### src/rtl/core/ddcm_pkg.sv
// Package for the dual deque card mover: item structs, action codes,
// command bit positions and register map. No dependencies.
package ddcm_pkg;

  localparam int CARD_W   = 7;
  localparam int SIZE_W   = 7;
  localparam int CNT_CFG_W = 6;
  localparam int DATA_W   = 32;
  localparam int ADDR_W   = 3;

  localparam logic [CNT_CFG_W-1:0] CARD_COUNT_RST = 6'd8;

  // Register index of card_count, as decoded from paddr[2].
  localparam logic REG_CARD_COUNT = 1'b0;

  // Bit positions in the move command.
  localparam int CMD_SRC_RIGHT = 3;
  localparam int CMD_FROM_BOT  = 2;
  localparam int CMD_DST_RIGHT = 1;
  localparam int CMD_TO_BOT    = 0;

  typedef enum logic [1:0] {
    ACT_LOAD      = 2'd0,
    ACT_MOVE      = 2'd1,
    ACT_POP_LEFT  = 2'd2,
    ACT_POP_RIGHT = 2'd3
  } action_t;

  typedef struct packed {
    action_t    action;
    logic [3:0] command;
  } in_item_t;

  typedef struct packed {
    logic signed [CARD_W-1:0] card_value;
    logic                     card_valid;
    logic [SIZE_W-1:0]        left_size;
    logic [SIZE_W-1:0]        right_size;
  } out_item_t;

endpackage

### src/rtl/core/dual_deque_card_mover.sv
// Dual deque card mover: two ring-buffer deques held in two RAMs.
// A move or pop is accepted in the idle cycle, which also issues the RAM read;
// the next cycle (S_XFER) writes back and registers the result once the output
// register is free. A new item is taken only in S_IDLE, after the result is registered.
// A load writes n RAM entries in both RAMs, then registers the result once the output is free.
// Synchronous active-low reset empties both deques and sets card_count to 8.
module dual_deque_card_mover #(
  parameter int MAX_CARDS  = 32,
  parameter int RING_DEPTH = 64
) (
  input  logic                         clk,
  input  logic                         rst_n,
  input  logic                         in_valid,
  output logic                         in_ready,
  input  ddcm_pkg::in_item_t           in_data,
  output logic                         out_valid,
  input  logic                         out_ready,
  output ddcm_pkg::out_item_t          out_data,
  input  logic                         psel,
  input  logic                         penable,
  input  logic                         pwrite,
  input  logic [ddcm_pkg::ADDR_W-1:0]  paddr,
  input  logic [ddcm_pkg::DATA_W-1:0]  pwdata,
  output logic [ddcm_pkg::DATA_W-1:0]  prdata,
  output logic                         pready
);

  import ddcm_pkg::*;

  localparam int PW       = $clog2(RING_DEPTH);
  localparam int CW       = $clog2(RING_DEPTH + 1);
  localparam int LOAD_MAX = (MAX_CARDS < RING_DEPTH) ? MAX_CARDS : RING_DEPTH;
  localparam logic [CW-1:0] FULL     = CW'(RING_DEPTH);
  localparam logic [PW-1:0] LAST_IDX = PW'(RING_DEPTH - 1);

  typedef struct packed {
    logic [PW-1:0] head;
    logic [PW-1:0] tail;
    logic [CW-1:0] count;
  } ptr_t;

  typedef enum logic [2:0] {
    S_IDLE = 3'b001,
    S_XFER = 3'b010,
    S_LOAD = 3'b100
  } state_t;

  function automatic logic [PW-1:0] ring_prev(input logic [PW-1:0] i);
    return (i == '0) ? LAST_IDX : PW'(i - 1'b1);
  endfunction

  function automatic logic [PW-1:0] ring_next(input logic [PW-1:0] i);
    return (i == LAST_IDX) ? '0 : PW'(i + 1'b1);
  endfunction

  function automatic ptr_t pop_ptr(input ptr_t p, input logic bottom);
    ptr_t q;
    q = p;
    if (bottom) begin
      q.tail = ring_prev(p.tail);
    end else begin
      q.head = ring_next(p.head);
    end
    q.count = CW'(p.count - 1'b1);
    return q;
  endfunction

  function automatic ptr_t push_ptr(input ptr_t p, input logic bottom);
    ptr_t q;
    q = p;
    if (bottom) begin
      q.tail = ring_next(p.tail);
    end else begin
      q.head = ring_prev(p.head);
    end
    q.count = CW'(p.count + 1'b1);
    return q;
  endfunction

  function automatic logic [PW-1:0] push_addr(input ptr_t p, input logic bottom);
    return bottom ? p.tail : ring_prev(p.head);
  endfunction

  state_t                state_r, state_nxt;
  ptr_t                  left_r, left_nxt;
  ptr_t                  right_r, right_nxt;
  action_t               act_r, act_nxt;
  logic [3:0]            cmd_r, cmd_nxt;
  logic                  ok_r, ok_nxt;
  logic [CW-1:0]         n_r, n_nxt;
  logic [CW-1:0]         idx_r, idx_nxt;
  logic [CNT_CFG_W-1:0]  card_count_r, card_count_nxt;
  out_item_t             out_r, out_nxt;
  logic                  out_valid_r, out_valid_nxt;

  logic                  accept;
  logic                  out_free;
  logic                  take_bottom;
  logic                  src_right_in;
  logic                  src_right;
  logic [CW-1:0]         src_cnt;
  logic [CW-1:0]         dst_cnt;
  logic [CARD_W:0]       cfg_n;
  logic [CARD_W-1:0]     card;
  logic [CARD_W-1:0]     load_val;

  logic                  l_wr_en, r_wr_en, rd_en;
  logic [PW-1:0]         l_wr_addr, r_wr_addr, l_rd_addr, r_rd_addr;
  logic [CARD_W-1:0]     l_wr_data, r_wr_data, l_rd_data, r_rd_data;

  assign in_ready  = (state_r == S_IDLE);
  assign accept    = in_valid && in_ready;
  assign out_free  = !out_valid_r || out_ready;
  assign out_valid = out_valid_r;
  assign out_data  = out_r;
  assign pready    = 1'b1;
  assign prdata    = (paddr[2] == REG_CARD_COUNT) ? DATA_W'(card_count_r) : '0;

  // The RAM read is issued in the acceptance cycle from the incoming command.
  assign take_bottom  = (in_data.action == ACT_MOVE) && in_data.command[CMD_FROM_BOT];
  assign src_right_in = (in_data.action == ACT_MOVE) ? in_data.command[CMD_SRC_RIGHT]
                                                     : (in_data.action == ACT_POP_RIGHT);
  assign rd_en     = accept;
  assign l_rd_addr = take_bottom ? ring_prev(left_r.tail) : left_r.head;
  assign r_rd_addr = take_bottom ? ring_prev(right_r.tail) : right_r.head;

  assign src_cnt  = src_right_in ? right_r.count : left_r.count;
  assign dst_cnt  = in_data.command[CMD_DST_RIGHT] ? right_r.count : left_r.count;
  assign cfg_n    = (CARD_W + 1)'(card_count_r);
  assign src_right = (act_r == ACT_MOVE) ? cmd_r[CMD_SRC_RIGHT] : (act_r == ACT_POP_RIGHT);
  assign card      = src_right ? r_rd_data : l_rd_data;
  assign load_val  = CARD_W'(idx_r) + CARD_W'(1);

  always_comb begin
    ptr_t lp;
    ptr_t rp;
    lp             = left_r;
    rp             = right_r;
    state_nxt      = state_r;
    left_nxt       = left_r;
    right_nxt      = right_r;
    act_nxt        = act_r;
    cmd_nxt        = cmd_r;
    ok_nxt         = ok_r;
    n_nxt          = n_r;
    idx_nxt        = idx_r;
    card_count_nxt = card_count_r;
    out_nxt        = out_r;
    out_valid_nxt  = out_valid_r && !out_ready;
    l_wr_en        = 1'b0;
    r_wr_en        = 1'b0;
    l_wr_addr      = idx_r[PW-1:0];
    r_wr_addr      = idx_r[PW-1:0];
    l_wr_data      = load_val;
    r_wr_data      = CARD_W'(0) - load_val;

    if (psel && penable && pwrite && pready && (paddr[2] == REG_CARD_COUNT)) begin
      card_count_nxt = pwdata[CNT_CFG_W-1:0];
    end

    case (state_r)
      S_IDLE: begin
        if (accept) begin
          act_nxt = in_data.action;
          cmd_nxt = in_data.command;
          idx_nxt = '0;
          n_nxt   = (cfg_n > (CARD_W + 1)'(LOAD_MAX)) ? CW'(LOAD_MAX) : CW'(cfg_n);
          if (in_data.action == ACT_MOVE) begin
            ok_nxt = (src_cnt != '0) &&
                     ((in_data.command[CMD_SRC_RIGHT] == in_data.command[CMD_DST_RIGHT]) ||
                      (dst_cnt != FULL));
          end else begin
            ok_nxt = (src_cnt != '0);
          end
          state_nxt = (in_data.action == ACT_LOAD) ? S_LOAD : S_XFER;
        end
      end
      S_XFER: begin
        if (out_free) begin
          if (ok_r) begin
            if (src_right) begin
              rp = pop_ptr(rp, (act_r == ACT_MOVE) && cmd_r[CMD_FROM_BOT]);
            end else begin
              lp = pop_ptr(lp, (act_r == ACT_MOVE) && cmd_r[CMD_FROM_BOT]);
            end
            // The push sees the pointers after the pop, so a move within one
            // deque behaves as the two steps one after the other.
            if (act_r == ACT_MOVE) begin
              if (cmd_r[CMD_DST_RIGHT]) begin
                r_wr_en   = 1'b1;
                r_wr_addr = push_addr(rp, cmd_r[CMD_TO_BOT]);
                r_wr_data = card;
                rp        = push_ptr(rp, cmd_r[CMD_TO_BOT]);
              end else begin
                l_wr_en   = 1'b1;
                l_wr_addr = push_addr(lp, cmd_r[CMD_TO_BOT]);
                l_wr_data = card;
                lp        = push_ptr(lp, cmd_r[CMD_TO_BOT]);
              end
            end
          end
          left_nxt           = lp;
          right_nxt          = rp;
          out_nxt.card_value = ok_r ? card : '0;
          out_nxt.card_valid = ok_r;
          out_nxt.left_size  = SIZE_W'(lp.count);
          out_nxt.right_size = SIZE_W'(rp.count);
          out_valid_nxt      = 1'b1;
          state_nxt          = S_IDLE;
        end
      end
      S_LOAD: begin
        if (idx_r != n_r) begin
          l_wr_en = 1'b1;
          r_wr_en = 1'b1;
          idx_nxt = CW'(idx_r + 1'b1);
        end else if (out_free) begin
          lp.head  = '0;
          lp.tail  = (n_r == FULL) ? '0 : n_r[PW-1:0];
          lp.count = n_r;
          left_nxt           = lp;
          right_nxt          = lp;
          out_nxt.card_value = '0;
          out_nxt.card_valid = 1'b0;
          out_nxt.left_size  = SIZE_W'(n_r);
          out_nxt.right_size = SIZE_W'(n_r);
          out_valid_nxt      = 1'b1;
          state_nxt          = S_IDLE;
        end
      end
      default: begin
        state_nxt = S_IDLE;
      end
    endcase
  end

  always_ff @(posedge clk) begin
    if (!rst_n) begin
      state_r      <= S_IDLE;
      left_r       <= '0;
      right_r      <= '0;
      card_count_r <= CARD_COUNT_RST;
      out_valid_r  <= 1'b0;
    end else begin
      state_r      <= state_nxt;
      left_r       <= left_nxt;
      right_r      <= right_nxt;
      card_count_r <= card_count_nxt;
      out_valid_r  <= out_valid_nxt;
    end
  end

  always_ff @(posedge clk) begin
    act_r <= act_nxt;
    cmd_r <= cmd_nxt;
    ok_r  <= ok_nxt;
    n_r   <= n_nxt;
    idx_r <= idx_nxt;
    out_r <= out_nxt;
  end

  ddcm_ram #(
    .WIDTH (CARD_W),
    .DEPTH (RING_DEPTH)
  ) u_left_ram (
    .clk     (clk),
    .wr_en   (l_wr_en),
    .wr_addr (l_wr_addr),
    .wr_data (l_wr_data),
    .rd_en   (rd_en),
    .rd_addr (l_rd_addr),
    .rd_data (l_rd_data)
  );

  ddcm_ram #(
    .WIDTH (CARD_W),
    .DEPTH (RING_DEPTH)
  ) u_right_ram (
    .clk     (clk),
    .wr_en   (r_wr_en),
    .wr_addr (r_wr_addr),
    .wr_data (r_wr_data),
    .rd_en   (rd_en),
    .rd_addr (r_rd_addr),
    .rd_data (r_rd_data)
  );

  // Moves and pops never add cards, so the total never exceeds what a load puts in both deques.
  a_card_total: assert property (@(posedge clk) disable iff (!rst_n)
    ((CW + 1)'(left_r.count) + (CW + 1)'(right_r.count)) <= (CW + 1)'(2 * LOAD_MAX))
    else $error("deques hold more cards than a load can provide");

  // No card carries the value zero, so a reported card is never zero.
  a_valid_card: assert property (@(posedge clk) disable iff (!rst_n)
    (out_valid && out_data.card_valid) |-> (out_data.card_value != '0))
    else $error("valid result carries a zero card");

  // A move or pop goes straight to the write-back cycle after acceptance.
  a_xfer_next: assert property (@(posedge clk) disable iff (!rst_n)
    (accept && (in_data.action != ACT_LOAD)) |=> (state_r == S_XFER))
    else $error("move or pop did not enter write-back");

endmodule

### src/rtl/core/ddcm_ram.sv
// Generic simple dual-port RAM: one write port, one read port with a
// registered read and read enable. No dependencies.
module ddcm_ram #(
  parameter int WIDTH = 7,
  parameter int DEPTH = 64
) (
  input  logic                     clk,
  input  logic                     wr_en,
  input  logic [$clog2(DEPTH)-1:0] wr_addr,
  input  logic [WIDTH-1:0]         wr_data,
  input  logic                     rd_en,
  input  logic [$clog2(DEPTH)-1:0] rd_addr,
  output logic [WIDTH-1:0]         rd_data
);

  logic [WIDTH-1:0] mem [DEPTH];

  always_ff @(posedge clk) begin
    if (wr_en) begin
      mem[wr_addr] <= wr_data;
    end
    if (rd_en) begin
      rd_data <= mem[rd_addr];
    end
  end

endmodule
### config.mk
export PLATFORM = sky130hd
export DESIGN_NAME = dual_deque_card_mover
export DESIGN_NICKNAME = d
export VERILOG_FILES = /design/src/rtl/core/ddcm_pkg.sv /design/src/rtl/core/dual_deque_card_mover.sv /design/src/rtl/core/ddcm_ram.sv
export SDC_FILE = /design/constraint.sdc
export NUM_CORES = 1
export LEC_CHECK = 0
export BUFFER_PORTS_ARGS = -buffer_cell sky130_fd_sc_hd__buf_4
export CAP_MARGIN = 20
export CORE_UTILIZATION = 45
export DETAILED_ROUTE_END_ITERATION = 12
export SLEW_MARGIN = 40
export SYNTH_ARGS = -nofsm -noshare
export SYNTH_HDL_FRONTEND = slang
export SYNTH_SLANG_ARGS = --single-unit
### constraint.sdc
create_clock -name clk -period 6.39 [get_ports clk]
set_input_delay 0.3195 -clock clk [delete_from_list [all_inputs] [get_ports clk]]
set_output_delay 0.3195 -clock clk [all_outputs]
set_load 0.01 [all_outputs]
==> summary.md <==
| Metric | Value |
|---|---|
| Status | complete, but fails checks |
| Failing checks | DRC |
| Die Y | 315.1 um |
| # nets final | 3566 |
| Iter 0 DRT Violations | 2943 |
| Worst-Margin Slew | 0.9281 ns |
| I/O Pins | 105 |
| R2r setup slk | 1.46 ns |
| Worst R2R End | u_right_ram.mem[13][1]$_DFFE_PP_ |
| Crit path cell chain | and2b_1, o221ai_1, o21ai_0, inv_1, ha_1, nor2b_1, a221oi_1, o31ai_1, a31oi_1, and2_1, nand2_1, nor2_1 |
| Worst setup EP type | flip-flop |
| Worst path required time | 6.68 ns |
| Num CTS Buffers | 104 |
| Vias in the first global route | 26870 |
| Max-slew violation count | 0 |
| Asr flop ratio synth | 0% |
| Top-area cell type share of the netlist area | 64.79% |
| Sw Share | 22.95% |
| Max_cap viols | 0 |
| N_diodes | 0 |
| Total power | 0.01412 W |
| Mapped Cells | 3476 |
| Clock share of power | 41.2% |
| Critical path type | reg -> reg |
| Largest net degree at the start of global routing | 118 |
| Mean post-synth cell area | 12.69 sq um |
| Setup TNS | 0 ns |
| Synth-to-layout area growth | 12.47% |
| Static leakage | 16.61 nW |
| Total track usage | 22.37% |
| Chip width | 315.1 um |
| CP peak stage delay | 0.69 ns |
| Int Pwr | 0.01088 W |
| Gp weighted congestion | 0.9027 |
| Max_slew headroom | 37.97% |
| DR vias/cell | 5.807 |
| Library cells used by synthesis | 93 |
| Final-layout fill cell count | 8249 |
| Period minus WS final | 4.925 ns |
| Overflow after GRT | 0 |
| Crit path launch type | flip-flop |
| Synth top area cells | edfxtp_1, nand2_1, mux2i_1 |
| Synth Cell Area | 44120 sq um |
| Number of detailed-route iterations in the first pass | 11 |
| CTS tree | done |
| Final setup viols | 0 |
| Hold Path End | state_r[1]$_SDFFE_PN0P_ |
| Hold Crit Class | in -> reg |
| Clock skew | 0.05876 ns |
| Top cells by count, synth | edfxtp_1, nand2_1, nand3_1, nor2_1, mux2i_1 |
| Flop pwr share | 52.0% |
| Syn. warnings | 0 |
| Comb pwr share | 6.9% |
| Reg2Reg Depth | 12 |
| Most common cell in the synthesized netlist | edfxtp_1 |
| CTS H-tree depth | 3 |
| Antenna-violating nets left | 0 |
| Core footprint | 96850 sq um |
| Slowest CP cell | edfxtp_1 |
| CTS sink count | 1000 |
| RSZ-0062 raised after global routing | no |
| Root Buffer Master | clkbuf_16 |
| R2R Path Start | cmd_r[3]$_DFFE_PP_ |
| DRC Markers | 9 |
| VDD IR max | 0.2133 mV |
| Worst skew pair latency | 0.70 ns |
| Post-synth EDFFs | 952 |
| Clock Pin Slew Worst Setup and Hold Paths | 0.06 ns |
| Worst Min Path Start | in_valid |
| IO buf count | 49 |
| Global-route wire length before repair | 167.7 mm |
| Prevailing post-synth register cell | edfxtp_1 |
| Proportion of layout cells with a drive suffix above 1 | 10.71% |
| Post-route clock period utilization | 77.07% |
| Sequential cell area fraction in the yosys report | 66.97% |
| Wire length per cell | 22.89 um |
| Power Dens Cells | 284.6 nW/um^2 |
| Post-DP HPWL | 69.80 mm |
| Row Count | 114 |
| Starting density of the core | 45.56% |
| Fmax | 203.0 MHz |
| Postcts setup bufs | 0 |
| Worst Path Max Fanout | 12 |
| Routed vias | 28220 |
| Clk buf depth | 3 |
| Sw power | 0.003240 W |
| WHS Path Cells | 4 |
| Count of endpoints failing hold in the final timing report | 0 |
| Die area | 99310 sq um |
| Arr. time, crit path | 5.22 ns |
| #FFs+latches synth | 1000 |
| Leading area contributor after synthesis | edfxtp_1 |
| Initial antenna violation count | 0 |
| Wirelength, routed | 111.2 mm |
per-stage QoR:
step	setup slack [ns]	util (%)	hold slack [ns]	std cells	area (sq um)
6_report	1.465	51.24	0.1715	4860	49620
5_1_grt	1.064	51.24	0.1302	4860	49620
4_1_cts	1.571	51.20	0.09053	4859	49590
3_5_place_dp	1.582	47.68	0.4807	4656	46180
3_3_place_gp	1.555	47.51	0.4831	4650	46020
2_1_floorplan	1.555	-	0.4184	3501	44220
power groups by stage:
stage	Combinational (W)	Clock [W]	Sequential [W]
after global routing	0.00105	0.00617	0.00734
after detailed placement	0.000957	0	0.00747
after global placement	0.000934	0	0.00747
after floorplan	0.000593	0	0.00746
final	0.000970	0.00581	0.00734
after CTS	0.000967	0.00592	0.00734
registers in the layout (all words and copies together) (netlist names), 3 cells and up:
signal / count
right_r: 19
u_right_ram.mem: 448
state_r: 3
idx_r: 7
u_right_ram.rd_data: 7
card_count_r: 6
u_left_ram.rd_data: 7
left_r: 19
u_left_ram.mem: 448
out_data: 22
n_r: 6
cmd_r: 4
per-layer routing:
layer	vias up	global-route usage (%)	part of all wire, %
li1	13090	-	-
met1	13960	32.40	45
met2	952	33.34	44
met3	217	4.342	7.1
met4	0	8.341	3.5
met5	-	0	0
cell type report:
type	instances	area (sq um)	share of cell area (%)
Sequential cell	1000	29550	59.54
Multi-Input combinational cell	2222	13850	27.92
Clock buffer	133	2733	5.507
Tap cell	1276	1597	3.217
Timing Repair Buffer	142	1249	2.516
Clock inverter	55	524.3	1.056
Inverter	32	120.1	0.2421
worst max path at each step:
stage / startpoint / end / slack (ns) / cells after the start
global route: right_r[14]$_SDFFE_PN0P_ / u_right_ram.mem[44][3]$_DFFE_PP_ / 1.06 / 13
floorplan: act_r[1]$_DFFE_PP_ / u_right_ram.mem[0][5]$_DFFE_PP_ / 1.56 / 7
finish: cmd_r[3]$_DFFE_PP_ / u_right_ram.mem[13][1]$_DFFE_PP_ / 1.46 / 12
CTS: cmd_r[3]$_DFFE_PP_ / u_right_ram.mem[44][3]$_DFFE_PP_ / 1.57 / 12
detailed placement: cmd_r[3]$_DFFE_PP_ / u_right_ram.mem[44][1]$_DFFE_PP_ / 1.58 / 12
global placement: act_r[1]$_DFFE_PP_ / u_left_ram.mem[51][3]$_DFFE_PP_ / 1.55 / 8
kinds of logic after synthesis:
group,synth area share (%)
AND/OR/NAND/NOR,13.89
flip-flops,66.97
AO/OA/AOI/OAI,9.199
buffers and inverters,2.748
multiplexers,5.589
XOR/XNOR,1.131
adder cells (fa/ha/maj),0.4537
other,0.01702
cell usage in the layout (no fill, tap or decap), types with 16 or more instances in the layout:
| cell | netlist | layout |
|---|---|---|
| edfxtp_1 | 952 | 952 |
| nand2_1 | 619 | 618 |
| nand3_1 | 226 | 226 |
| nor2_1 | 204 | 201 |
| mux2i_1 | 171 | 161 |
| buf_4 | 28 | 114 |
| a211oi_1 | 108 | 107 |
| clkbuf_16 | 0 | 105 |
| a21oi_1 | 81 | 76 |
| and2_1 | 76 | 76 |
| a31oi_1 | 69 | 68 |
| o21ai_0 | 59 | 53 |
| dfxtp_1 | 48 | 48 |
| nor2b_1 | 36 | 36 |
| xnor2_1 | 34 | 34 |
| clkinv_1 | 4 | 32 |
| a311oi_1 | 33 | 32 |
| nor3_1 | 41 | 30 |
| and3_1 | 29 | 29 |
| inv_1 | 28 | 28 |
| o211ai_1 | 28 | 28 |
| clkbuf_1 | 162 | 28 |
| conb_1 | 2 | 27 |
| mux4_2 | 26 | 26 |
| xor2_1 | 23 | 23 |
| nor4_1 | 21 | 21 |
| a22oi_1 | 19 | 19 |
| nand4_1 | 17 | 17 |
| ha_1 | 16 | 16 |
worst max-delay path: cells and delay by family (launching register included):
kind	cells	cell delay, ns
compound gates	5	1.63
fa+ha+maj	1	0.32
buf+inv	1	0.16
flops	1	0.69
simple gates	5	1.73
repair_timing:
action,4_1_cts,5_1_grt
hold endpoints to repair,13,0
hold buffers,15,0
resized for setup,0,0
No activity file was read; power rests on OpenSTA's default activity.
